<file path="src/design/tcst_pkg.sv">
// Shared constants for the touch contact slot tracker.
package tcst_pkg;

    localparam int SLOT_COUNT_DEFAULT = 10;

    // Bit positions in the contact flags
    localparam int TIP_POS  = 0;
    localparam int INR_POS  = 1;
    localparam int CONF_POS = 2;

    localparam int FLAG_W   = 3;
    localparam int POS_W    = 32;
    localparam int SHAPE_W  = 24;
    localparam int ANGLE_W  = 48;
    localparam int SLOT_W   = FLAG_W + POS_W + SHAPE_W + ANGLE_W;

    localparam int COUNT_W   = 4;
    localparam int COUNT_MAX = 15;

endpackage

</file>
<file path="src/design/touch_contact_slot_tracker.sv">
// Touch contact slot tracker: slot table in one synchronous memory, IDs and flags in flops.
// Update transaction: written back in the cycle after acceptance; busy is high for a single cycle.
// Flush transaction: one record per cycle on rep_strobe, first record on the ports in the
// cycle after the first sweep read; the memory read sweep covers one slot a cycle.
// Reset (rst_n, async, active low) empties every slot and zeroes the touch count at once.
module touch_contact_slot_tracker #(
    parameter int SLOT_COUNT = tcst_pkg::SLOT_COUNT_DEFAULT
) (
    input  logic        clk,
    input  logic        rst_n,
    input  logic        start,
    output logic        busy,
    input  logic        mode,
    input  logic [7:0]  track_id,
    input  logic [2:0]  contact_flags,
    input  logic [15:0] pos_x,
    input  logic [15:0] pos_y,
    input  logic [7:0]  tip_pressure,
    input  logic [7:0]  contact_width,
    input  logic [7:0]  contact_height,
    input  logic [15:0] azimuth_in,
    input  logic [15:0] altitude_in,
    input  logic [15:0] twist_in,
    output logic        rep_strobe,
    output logic [2:0]  rep_flags,
    output logic [7:0]  rep_id,
    output logic [15:0] rep_x,
    output logic [15:0] rep_y,
    output logic [7:0]  rep_pressure,
    output logic [7:0]  rep_width,
    output logic [7:0]  rep_height,
    output logic [15:0] rep_azimuth,
    output logic [15:0] rep_altitude,
    output logic [15:0] rep_twist,
    output logic [3:0]  touch_count,
    output logic        last_record
);

    localparam int IDXW = (SLOT_COUNT > 1) ? $clog2(SLOT_COUNT) : 1;
    localparam int CNTW = $clog2(SLOT_COUNT + 1);
    localparam int SW   = tcst_pkg::SLOT_W;

    typedef enum logic [3:0] {
        ST_IDLE  = 4'b0001,
        ST_UPD   = 4'b0010,
        ST_FLUSH = 4'b0100,
        ST_DRAIN = 4'b1000
    } state_t;

    state_t state_reg, state_next;

    // Slot memory: {angles, shape, position, flags}
    logic [SW-1:0] slot_mem [SLOT_COUNT];
    logic [SW-1:0] rd_data_reg;

    logic [SLOT_COUNT-1:0] used_reg;
    logic [SLOT_COUNT-1:0] tip_reg;
    logic [7:0]            ident_reg [SLOT_COUNT];
    logic [CNTW-1:0]       cnt_reg, cnt_next;

    logic [IDXW-1:0] rd_idx_reg;
    logic [IDXW-1:0] rec_idx_reg;
    logic            rec_used_reg;
    logic            rec_last_reg;
    logic            out_vld_reg;

    // Captured update transaction
    logic [7:0]    in_id_reg;
    logic [SW-1:0] in_word_reg;

    logic            hit;
    logic            any_free;
    logic            alloc;
    logic            wr_en;
    logic [IDXW-1:0] match_idx;
    logic [IDXW-1:0] free_idx;
    logic [IDXW-1:0] wr_addr;
    logic            new_tip;
    logic            old_tip;
    logic            rd_last;
    logic            accept;

    assign accept  = start && !busy;
    assign busy    = (state_reg != ST_IDLE);
    assign new_tip = in_word_reg[tcst_pkg::TIP_POS];
    assign rd_last = (rd_idx_reg == IDXW'(SLOT_COUNT - 1));

    // Match on used slots and find the lowest free slot
    always_comb
    begin
        hit       = 1'b0;
        any_free  = 1'b0;
        match_idx = '0;
        free_idx  = '0;
        for (int i = SLOT_COUNT - 1; i >= 0; i--)
        begin
            if (used_reg[i] && (ident_reg[i] == in_id_reg))
            begin
                hit       = 1'b1;
                match_idx = IDXW'(i);
            end
            if (!used_reg[i])
            begin
                any_free = 1'b1;
                free_idx = IDXW'(i);
            end
        end
    end

    assign alloc   = (state_reg == ST_UPD) && !hit && new_tip && any_free;
    assign wr_en   = ((state_reg == ST_UPD) && hit) || alloc;
    assign wr_addr = hit ? match_idx : free_idx;
    assign old_tip = hit ? tip_reg[match_idx] : 1'b0;

    // Track the number of touching slots as tips come and go
    always_comb
    begin
        cnt_next = cnt_reg;
        if (wr_en)
        begin
            cnt_next = cnt_reg + CNTW'(new_tip) - CNTW'(old_tip);
        end
    end

    always_comb
    begin
        state_next = state_reg;
        unique case (state_reg)
            ST_IDLE:
            begin
                if (accept)
                begin
                    state_next = mode ? ST_FLUSH : ST_UPD;
                end
            end
            ST_UPD:   state_next = ST_IDLE;
            ST_FLUSH:
            begin
                if (rd_last)
                begin
                    state_next = ST_DRAIN;
                end
            end
            ST_DRAIN: state_next = ST_IDLE;
            default:  state_next = ST_IDLE;
        endcase
    end

    always_ff @(posedge clk or negedge rst_n)
    begin
        if (!rst_n)
        begin
            state_reg    <= ST_IDLE;
            used_reg     <= '0;
            tip_reg      <= '0;
            cnt_reg      <= '0;
            rd_idx_reg   <= '0;
            out_vld_reg  <= 1'b0;
            rec_last_reg <= 1'b0;
        end
        else
        begin
            state_reg   <= state_next;
            cnt_reg     <= cnt_next;
            out_vld_reg <= (state_reg == ST_FLUSH);
            rec_last_reg <= (state_reg == ST_FLUSH) && rd_last;
            if (wr_en)
            begin
                tip_reg[wr_addr] <= new_tip;
            end
            if (alloc)
            begin
                used_reg[free_idx] <= 1'b1;
            end
            // Free untouched slots once the last record has been read out
            if (state_reg == ST_DRAIN)
            begin
                used_reg <= used_reg & tip_reg;
            end
            if (state_reg == ST_FLUSH)
            begin
                rd_idx_reg <= rd_last ? '0 : rd_idx_reg + IDXW'(1);
            end
        end
    end

    // Payload registers
    always_ff @(posedge clk)
    begin
        if (accept)
        begin
            in_id_reg   <= track_id;
            in_word_reg <= {twist_in, altitude_in, azimuth_in,
                            contact_height, contact_width, tip_pressure,
                            pos_y, pos_x, contact_flags};
        end
        if (alloc)
        begin
            ident_reg[free_idx] <= in_id_reg;
        end
        if (state_reg == ST_FLUSH)
        begin
            rec_idx_reg  <= rd_idx_reg;
            rec_used_reg <= used_reg[rd_idx_reg];
        end
    end

    // Slot memory port: writes come from updates, reads from the flush sweep only
    always_ff @(posedge clk)
    begin
        if (wr_en)
        begin
            slot_mem[wr_addr] <= in_word_reg;
        end
        if (state_reg == ST_FLUSH)
        begin
            rd_data_reg <= slot_mem[rd_idx_reg];
        end
    end

    logic [2:0] fb;
    assign fb = rd_data_reg[2:0];

    assign rep_strobe   = out_vld_reg;
    assign last_record  = out_vld_reg && rec_last_reg;
    assign touch_count  = (cnt_reg > CNTW'(tcst_pkg::COUNT_MAX))
                          ? 4'(tcst_pkg::COUNT_MAX) : 4'(cnt_reg);
    assign rep_flags    = rec_used_reg
                          ? {fb[tcst_pkg::CONF_POS] | fb[tcst_pkg::TIP_POS],
                             fb[tcst_pkg::INR_POS], fb[tcst_pkg::TIP_POS]}
                          : 3'd0;
    assign rep_id       = rec_used_reg ? ident_reg[rec_idx_reg] : 8'(rec_idx_reg);
    assign rep_x        = rec_used_reg ? rd_data_reg[18:3]    : 16'd0;
    assign rep_y        = rec_used_reg ? rd_data_reg[34:19]   : 16'd0;
    assign rep_pressure = rec_used_reg ? rd_data_reg[42:35]   : 8'd0;
    assign rep_width    = rec_used_reg ? rd_data_reg[50:43]   : 8'd0;
    assign rep_height   = rec_used_reg ? rd_data_reg[58:51]   : 8'd0;
    assign rep_azimuth  = rec_used_reg ? rd_data_reg[74:59]   : 16'd0;
    assign rep_altitude = rec_used_reg ? rd_data_reg[90:75]   : 16'd0;
    assign rep_twist    = rec_used_reg ? rd_data_reg[106:91]  : 16'd0;

`ifndef SYNTHESIS
    a_count_matches: assert property (@(posedge clk) disable iff (!rst_n)
        32'(cnt_reg) == $countones(used_reg & tip_reg))
        else $error("touch count out of step with slot table");

    a_tip_only_used: assert property (@(posedge clk) disable iff (!rst_n)
        (tip_reg & ~used_reg) == '0)
        else $error("tip set on an empty slot");

    a_strobe_busy: assert property (@(posedge clk) disable iff (!rst_n)
        rep_strobe |-> busy)
        else $error("record strobe outside a flush");

    a_free_after_flush: assert property (@(posedge clk) disable iff (!rst_n)
        (state_reg == ST_DRAIN) |=> ((used_reg & ~tip_reg) == '0))
        else $error("released slot still used after flush");

    a_last_ends: assert property (@(posedge clk) disable iff (!rst_n)
        last_record |-> (state_reg == ST_DRAIN))
        else $error("last record out of place");
`endif

endmodule

</file>
<file path="config.mk">
export PLATFORM = sky130hd
export DESIGN_NAME = touch_contact_slot_tracker
export DESIGN_NICKNAME = d
export VERILOG_FILES = /design/src/design/tcst_pkg.sv /design/src/design/touch_contact_slot_tracker.sv
export SDC_FILE = /design/constraint.sdc
export NUM_CORES = 2
export LEC_CHECK = 0
export BUFFER_PORTS_ARGS = -buffer_cell sky130_fd_sc_hd__buf_2
export CAP_MARGIN = 15
export CORE_UTILIZATION = 55
export CTS_CLUSTER_SIZE = 28
export DETAILED_ROUTE_END_ITERATION = 10
export PLACE_DENSITY_LB_ADDON = 0.12
export SLEW_MARGIN = 20
export SYNTH_ARGS = -nofsm -noshare
export SYNTH_HDL_FRONTEND = slang
export SYNTH_SLANG_ARGS = --single-unit
</file>
<file path="constraint.sdc">
create_clock -name clk -period 7.5 [get_ports clk]
set_clock_uncertainty 0.15 [all_clocks]
set_input_delay 0.375 -clock clk [delete_from_list [all_inputs] [get_ports clk]]
set_output_delay 0.375 -clock clk [all_outputs]
set_load 0.05 [all_outputs]
</file>
### Word-level counts from Yosys, hierarchy flattened

Memories as Yosys holds them, arrays and structs flattened. A register that Yosys moved wholly into a read port is not among the register bits.
Cells that the tools add are included.

| cells by class | value |
|---|---|
| add/subtract/negate cells | 3 |
| $lt $le $gt $ge | 7 |
| eq/ne operators | 18 |
| mux-type cells | 74 |
| bitwise logic cells | 3 |
| reduce and logical (&&, ||, !) cells | 24 |

Operators with widths:

| operator | number |
|---|---|
| 4-bit two-way mux | 26 |
| 8-bit == test | 10 |
| 16-bit two-way mux | 5 |
| 8-bit two-way mux | 4 |
| 1-bit two-way mux | 29 |
| 4-bit by 5-bit < comparator with 1-bit output (second input constant) | 4 |
| 10-bit two-way mux | 2 |
| 1-bit logical AND | 19 |
| 10-bit bitwise AND | 1 |
| 10-bit bitwise mux | 1 |
| 10-bit bitwise OR | 1 |
| 1-bit binary-select mux with 4-bit select | 2 |
| 1-bit demux with 4-bit select | 2 |
| 4-bit == test (second input constant) | 2 |
| 4-bit by 1-bit >= comparator with 1-bit output (second input constant) | 2 |
| 4-bit case mux with 2 select lines | 1 |
| 3-bit two-way mux | 2 |
| 4-bit by 1-bit adder with 4-bit output | 1 |
| 4-bit by 1-bit adder with 4-bit output (second input constant) | 1 |
| 4-bit by 1-bit == test with 1-bit output (second input constant) | 1 |
| 4-bit by 2-bit == test with 1-bit output (second input constant) | 1 |
| 4-bit by 3-bit == test with 1-bit output (second input constant) | 1 |
| 4-bit > comparator (second input constant) | 1 |
| 2-bit inequality test (second input constant) | 2 |
| other kinds (7) | 8 |

| word-level totals | value |
|---|---|
| register bits after elaboration | 154 |
| bits in writable memories | 1150 |
| input bits | 119 |
| word-level logic and storage cells | 142 |
| memories | 2 |

Memory list:

| memory | depth | width | rd ports | clocked after Yosys merged registers in | wr ports | RTL line | source |
|---|---|---|---|---|---|---|---|
| slot_mem | 10 | 107 | 1 | 1 | 1 | touch_contact_slot_tracker.sv:53 | `logic [SW-1:0] slot_mem [SLOT_COUNT];` |
| ident_reg | 10 | 8 | 11 | 1 | 1 | touch_contact_slot_tracker.sv:58 | `logic [7:0] ident_reg [SLOT_COUNT];` |

### Depth between registers and ports, before layout

| logic depth | value |
|---|---|
| word-level depth | 19 |
| depth in mapped cells | 18 |
| gate-level depth less buffers | 17 |

### Least setup slack after synthesis

No wires, ideal clock.

| path | value |
|---|---|
| path type | reg2reg |
| start | register in_id_reg[7] |
| end | register tip_reg[8] |
| arrival | 5378 ps |
| setup slack | 1894 ps |
| stages on the path, launching flop included | 12 |
| path buffers | 2 |
| clock period less this slack | 5606 ps |
| cell sequence | edfxtp_1 buf_6 xor2_1 nor4_1 nand4_1 nor4b_4 and3_1 buf_6 a21oi_4 nand3_1 nor2_2 mux2_4 |

| on the way | value |
|---|---|
| word-level cells in the longest chain between the ends | 18 |

RTL lines:

| element | RTL line | source |
|---|---|---|
| start, declared | touch_contact_slot_tracker.sv:68 | `logic [7:0] in_id_reg;` |
| start signal, assigned | touch_contact_slot_tracker.sv:192 | `in_id_reg <= track_id;` |
| 8-bit == test | touch_contact_slot_tracker.sv:97 | `if (used_reg[i] && (ident_reg[i] == in_id_reg))` |
| 1-bit logical AND | touch_contact_slot_tracker.sv:97 |  |
| 4-bit two-way mux / 1-bit two-way mux (equally long branches) (10 in series) | touch_contact_slot_tracker.sv:97 |  |
| 4-bit two-way mux | touch_contact_slot_tracker.sv:112 | `assign wr_addr = hit ? match_idx : free_idx;` |
| 4-bit by 5-bit < comparator with 1-bit output (implied by the code) / 4-bit by 1-bit >= comparator with 1-bit output (equally long branches) | touch_contact_slot_tracker.sv:169 | `tip_reg[wr_addr] <= new_tip;` |
| 1-bit logical AND (implied by the code) | touch_contact_slot_tracker.sv:169 |  |
| 1-bit two-way mux (implied by the code) | touch_contact_slot_tracker.sv:169 |  |
| 1-bit demux with 4-bit select | touch_contact_slot_tracker.sv:169 |  |
| 10-bit bitwise mux | touch_contact_slot_tracker.sv:169 |  |
| end signal, assigned by index | touch_contact_slot_tracker.sv:169 |  |
| end, declared | touch_contact_slot_tracker.sv:57 | `logic [SLOT_COUNT-1:0] tip_reg;` |

Parallel ways exist; a longest one is shown, timed or not.
A chain may end at the register's enable or synchronous reset.

### Worst setup path in the final report

| path | value |
|---|---|
| start | register in_id_reg[5] |
| end | memory slot_mem[0][36] (netlist name), enable pin |

| on the way | value |
|---|---|
| word-level cells in the longest chain between the ends | 19 |

RTL lines:

| element | RTL line | source |
|---|---|---|
| 8-bit == test | touch_contact_slot_tracker.sv:97 |  |
| 1-bit logical AND | touch_contact_slot_tracker.sv:97 |  |
| 1-bit two-way mux (10 in series) | touch_contact_slot_tracker.sv:97 |  |
| 1-bit logical NOT | touch_contact_slot_tracker.sv:110 | `assign alloc = (state_reg == ST_UPD) && !hit && new_tip && any_free;` |
| 1-bit logical AND (3 in series) | touch_contact_slot_tracker.sv:110 |  |
| 1-bit logical OR | touch_contact_slot_tracker.sv:111 | `assign wr_en = ((state_reg == ST_UPD) && hit) \|\| alloc;` |
| 1-bit two-way mux | touch_contact_slot_tracker.sv:211 | `if (wr_en)` |
| 1-bit two-way mux (implied by the code) | touch_contact_slot_tracker.sv:213 | `slot_mem[wr_addr] <= in_word_reg;` |
| end, declared | touch_contact_slot_tracker.sv:53 |  |

Parallel ways exist; a longest one is shown, timed or not.

==> metrics.md <==
| Metric | Value |
|---|---|
| Via density | 5.81 |
| Startpoint Class | flip-flop |
| Drt pass-1 iters | 5 |
| Initial antenna violation count | 4 |
| Yosys top cell by area | edfxtp_1 |
| PortBufs | 240 |
| CP top delay family | simple AND/OR/NAND/NOR gates |
| Minimum clock period after layout | 4.95 ns |
| Clock Path Buffers | 3 |
| Die area | 104000 um2 |
| Layout cell share with drive strength beyond 1 | 24.0% |
| Synthesized flop and latch total | 1463 |
| Post-DP HPWL | 63.2 mm |
| Via Count | 27000 |
| Most common cell in the netlist | edfxtp_1 |
| Cell Count, Final, Fillers Out | 4643 |
| Hold Crit Class | in -> async |
| Worst-path clk slew | 0.06 ns |
| Reg2Reg Launch Point | in_id_reg[5]$_DFFE_PP_ |
| Iter 0 DRT Violations | 2334 |
| CTS tree | built |
| Status | completed |
| Yosys warning total | 0 |
| Initial Utilization | 55.8% |
| Final wirelength | 120 mm |
| Total CTS buffers | 149 |
| Setup violations, final | 0 |
| Post-synthesis mux area share | 12.6% |
| Area Growth Syn to Fin | 15.6% |
| Setup crit end kind | flip-flop |
| Ports | 241 |
| RD Place Congestion | 0.872 |
| Largest family of logic cells by synthesized area | multiplexers |
| Slew margin rel. | 24.0% |
| Slowest-stage cell, CP | edfxtp_1 |
| Crit path buffers/inverters | 1 |
| H-tree depth | 4 |
| Synth Cell Area | 56200 um2 |
| Sum of negative setup slack | 0 ns |
| Largest net degree at the start of global routing | 153 |
| Leakage | 21.3 nW |
| Worst-Margin Slew | 1.14 ns |
| # DRC | 0 |
| Critical Path AT | 5.16 ns |
| Count of different cell masters after synthesis | 61 |
| Die Wd | 322 um |
| Peak supply drop | 0.355 mV |
| GRT Util Overall | 23.7% |
| Crit-path cells | xnor2_2, nand3_1, nor4b_1, a31oi_1, and3_1, a31oi_4, and3_4, buf_4 |
| Worst Path Required | 7.72 ns |
| Fin nets | 3294 |
| Ant diodes | 0 |
| Post-Synth Simple-Gate Area | 3.84% |
| Synth Area in XOR/XNOR | 1.39% |
| Primary FF master, synth | edfxtp_1 |
| Post-synth top cells | edfxtp_1 (1425), mux4_2 (256), a21oi_1 (116) |
| Rows | 116 |
| Mapped Avg Cell Area | 20.7 um2 |
| Max Clk Rate | 202 MHz |
| Floorplan core area | 101000 um2 |
| CTS Hold Bufs | 117 |
| Adder-cell area share of the yosys netlist | 0.125% |
| Period utilization | 66.0% |
| Worst R2R End | slot_mem[0][36]$_DFFE_PP_ |
| Height of the chip | 322 um |
| Vias in the first global route | 28500 |
| Max reg flops | 1070 |
| Mapped Cells | 2723 |
| Clk_lat worst skew | 0.74 ns |
| CTS sink cnt | 1463 |
| R2r setup slk | 2.55 ns |
| Crit-path max cell delay | 1.10 ns |
| Post-route ant nets | 0 |
| Cts repair resizes | 0 |
| Worst r2r path cells | 8 |
| Final Hold Viols | 0 |
| Placed cells | 4258 |
| GRT Residual Overflow | 0 |
| Wire length per cell | 25.7 um |
| Ys async rst share | 2.32% |
| RSZ-0062 raised after global routing | no |
| Clk root buf | clkbuf_16 |
| # Post-CTS Setup Buffers | 0 |
| Max-cap violations | 0 |
| Synth top area cells | edfxtp_1 (76%), mux4_2 (10%), mux2i_1 (2.0%) |
| Crit Path Max Fanout | 57 |
| Fin. max-slew vios | 0 |
| First-pass GRT wire length | 180 mm |
| Share of the synthesized area in the top cell type | 76.1% |
| Crit path kind | reg -> reg |
| Sequential-to-total area share from yosys stat | 77.7% |
| PwrDens | 326 nW/um2 |
| Post-synth EDFFs | 1425 |
| Synth Area in Compound Gates | 3.07% |
## per-layer routing
metal	vias up	global-route usage, %	wire length [um]
met5	-	0	28
met3	154	3.77	6120
met2	724	39.0	59600
li1	11900	-	-
met1	14200	33.7	51700
met4	4	5.53	2010
## worst max path at each step
stage / startpoint / to / cells after the start
2_1_floorplan: in_id_reg[7]$_DFFE_PP_ / tip_reg[8]$_DFFE_PN0P_ / 11
3_3_place_gp: in_id_reg[0]$_DFFE_PP_ / slot_mem[0][63]$_DFFE_PP_ / 8
3_5_place_dp: in_id_reg[5]$_DFFE_PP_ / slot_mem[0][63]$_DFFE_PP_ / 8
4_1_cts: in_id_reg[5]$_DFFE_PP_ / slot_mem[0][67]$_DFFE_PP_ / 8
5_1_grt: in_id_reg[5]$_DFFE_PP_ / slot_mem[0][36]$_DFFE_PP_ / 8
6_report: in_id_reg[5]$_DFFE_PP_ / slot_mem[0][36]$_DFFE_PP_ / 8
## layout by cell type, fill, tap and decap left out, drive strengths merged, types with 4 or more instances in the layout
cell / netlist / final
edfxtp: 1425 / 1425
buf: 42 / 278
mux4: 256 / 256
clkbuf: 104 / 199
a21oi: 119 / 119
dlygate4sd3: 0 / 117
and2: 114 / 114
mux2i: 111 / 111
nor2b: 109 / 109
a211oi: 108 / 108
xnor2: 75 / 75
clkinv: 0 / 56
conb: 1 / 48
nand2: 34 / 34
dfrtp: 33 / 33
nor2: 33 / 33
mux2: 19 / 19
nand4: 16 / 16
nand3: 14 / 14
o21ai: 14 / 14
nor3: 14 / 14
nand2b: 12 / 12
inv: 9 / 12
xor2: 10 / 10
o22a: 7 / 7
bufinv: 0 / 5
ha: 4 / 4
clkinvlp: 0 / 4
a31oi: 4 / 4
dfxtp: 4 / 4
nor4b: 4 / 4
## cells by family after synthesis
logic type | after synthesis
compound gates | 265
xor+xnor | 85
fa+ha+maj | 5
buf+inv | 155
flops | 1463
mux | 386
other cells | 1
simple gates | 363
## report_power, final
group	switching (mW)	total (mW)	internal (mW)
Sequential	0.552	10.2	9.64
Combinational	2.17	4.06	1.89
Clock	2.95	6.95	4.00
## area by class of cell
type / count / area, um2
Tap cell: 1357 / 1700
Multi-Input combinational cell: 1152 / 12100
Timing Repair Buffer: 395 / 2840
Sequential cell: 1463 / 43700
Fill cell: 6938 / 35700
Inverter: 9 / 33.8
Clock inverter: 68 / 505
Clock buffer: 199 / 4090
## worst register-to-register path, stage by stage (launching register included)
cell	delay, ns
edfxtp_1	1.10
xnor2_2	0.24
nand3_1	0.11
nor4b_1	0.32
a31oi_1	0.21
and3_1	0.43
a31oi_4	0.41
and3_4	1.02
buf_4	0.60
## metrics by stage
stage | utilization, % | cell area (um2) | hold slack, ns | setup slack [ns] | total power [mW]
after CTS | 64.5 | 65000 | 0.136 | 2.49 | 21.4
after global placement | 58.8 | 59200 | 0.345 | 2.61 | 14.4
final | 64.5 | 65000 | 0.159 | 2.55 | 21.2
after detailed placement | 58.8 | 59200 | 0.346 | 2.50 | 14.4
after floorplan | - | 56400 | -0.0706 | 1.89 | 13.3
after global routing | 64.5 | 65000 | 0.160 | 2.28 | 22.1
No activity file was read; power rests on OpenSTA's default activity.
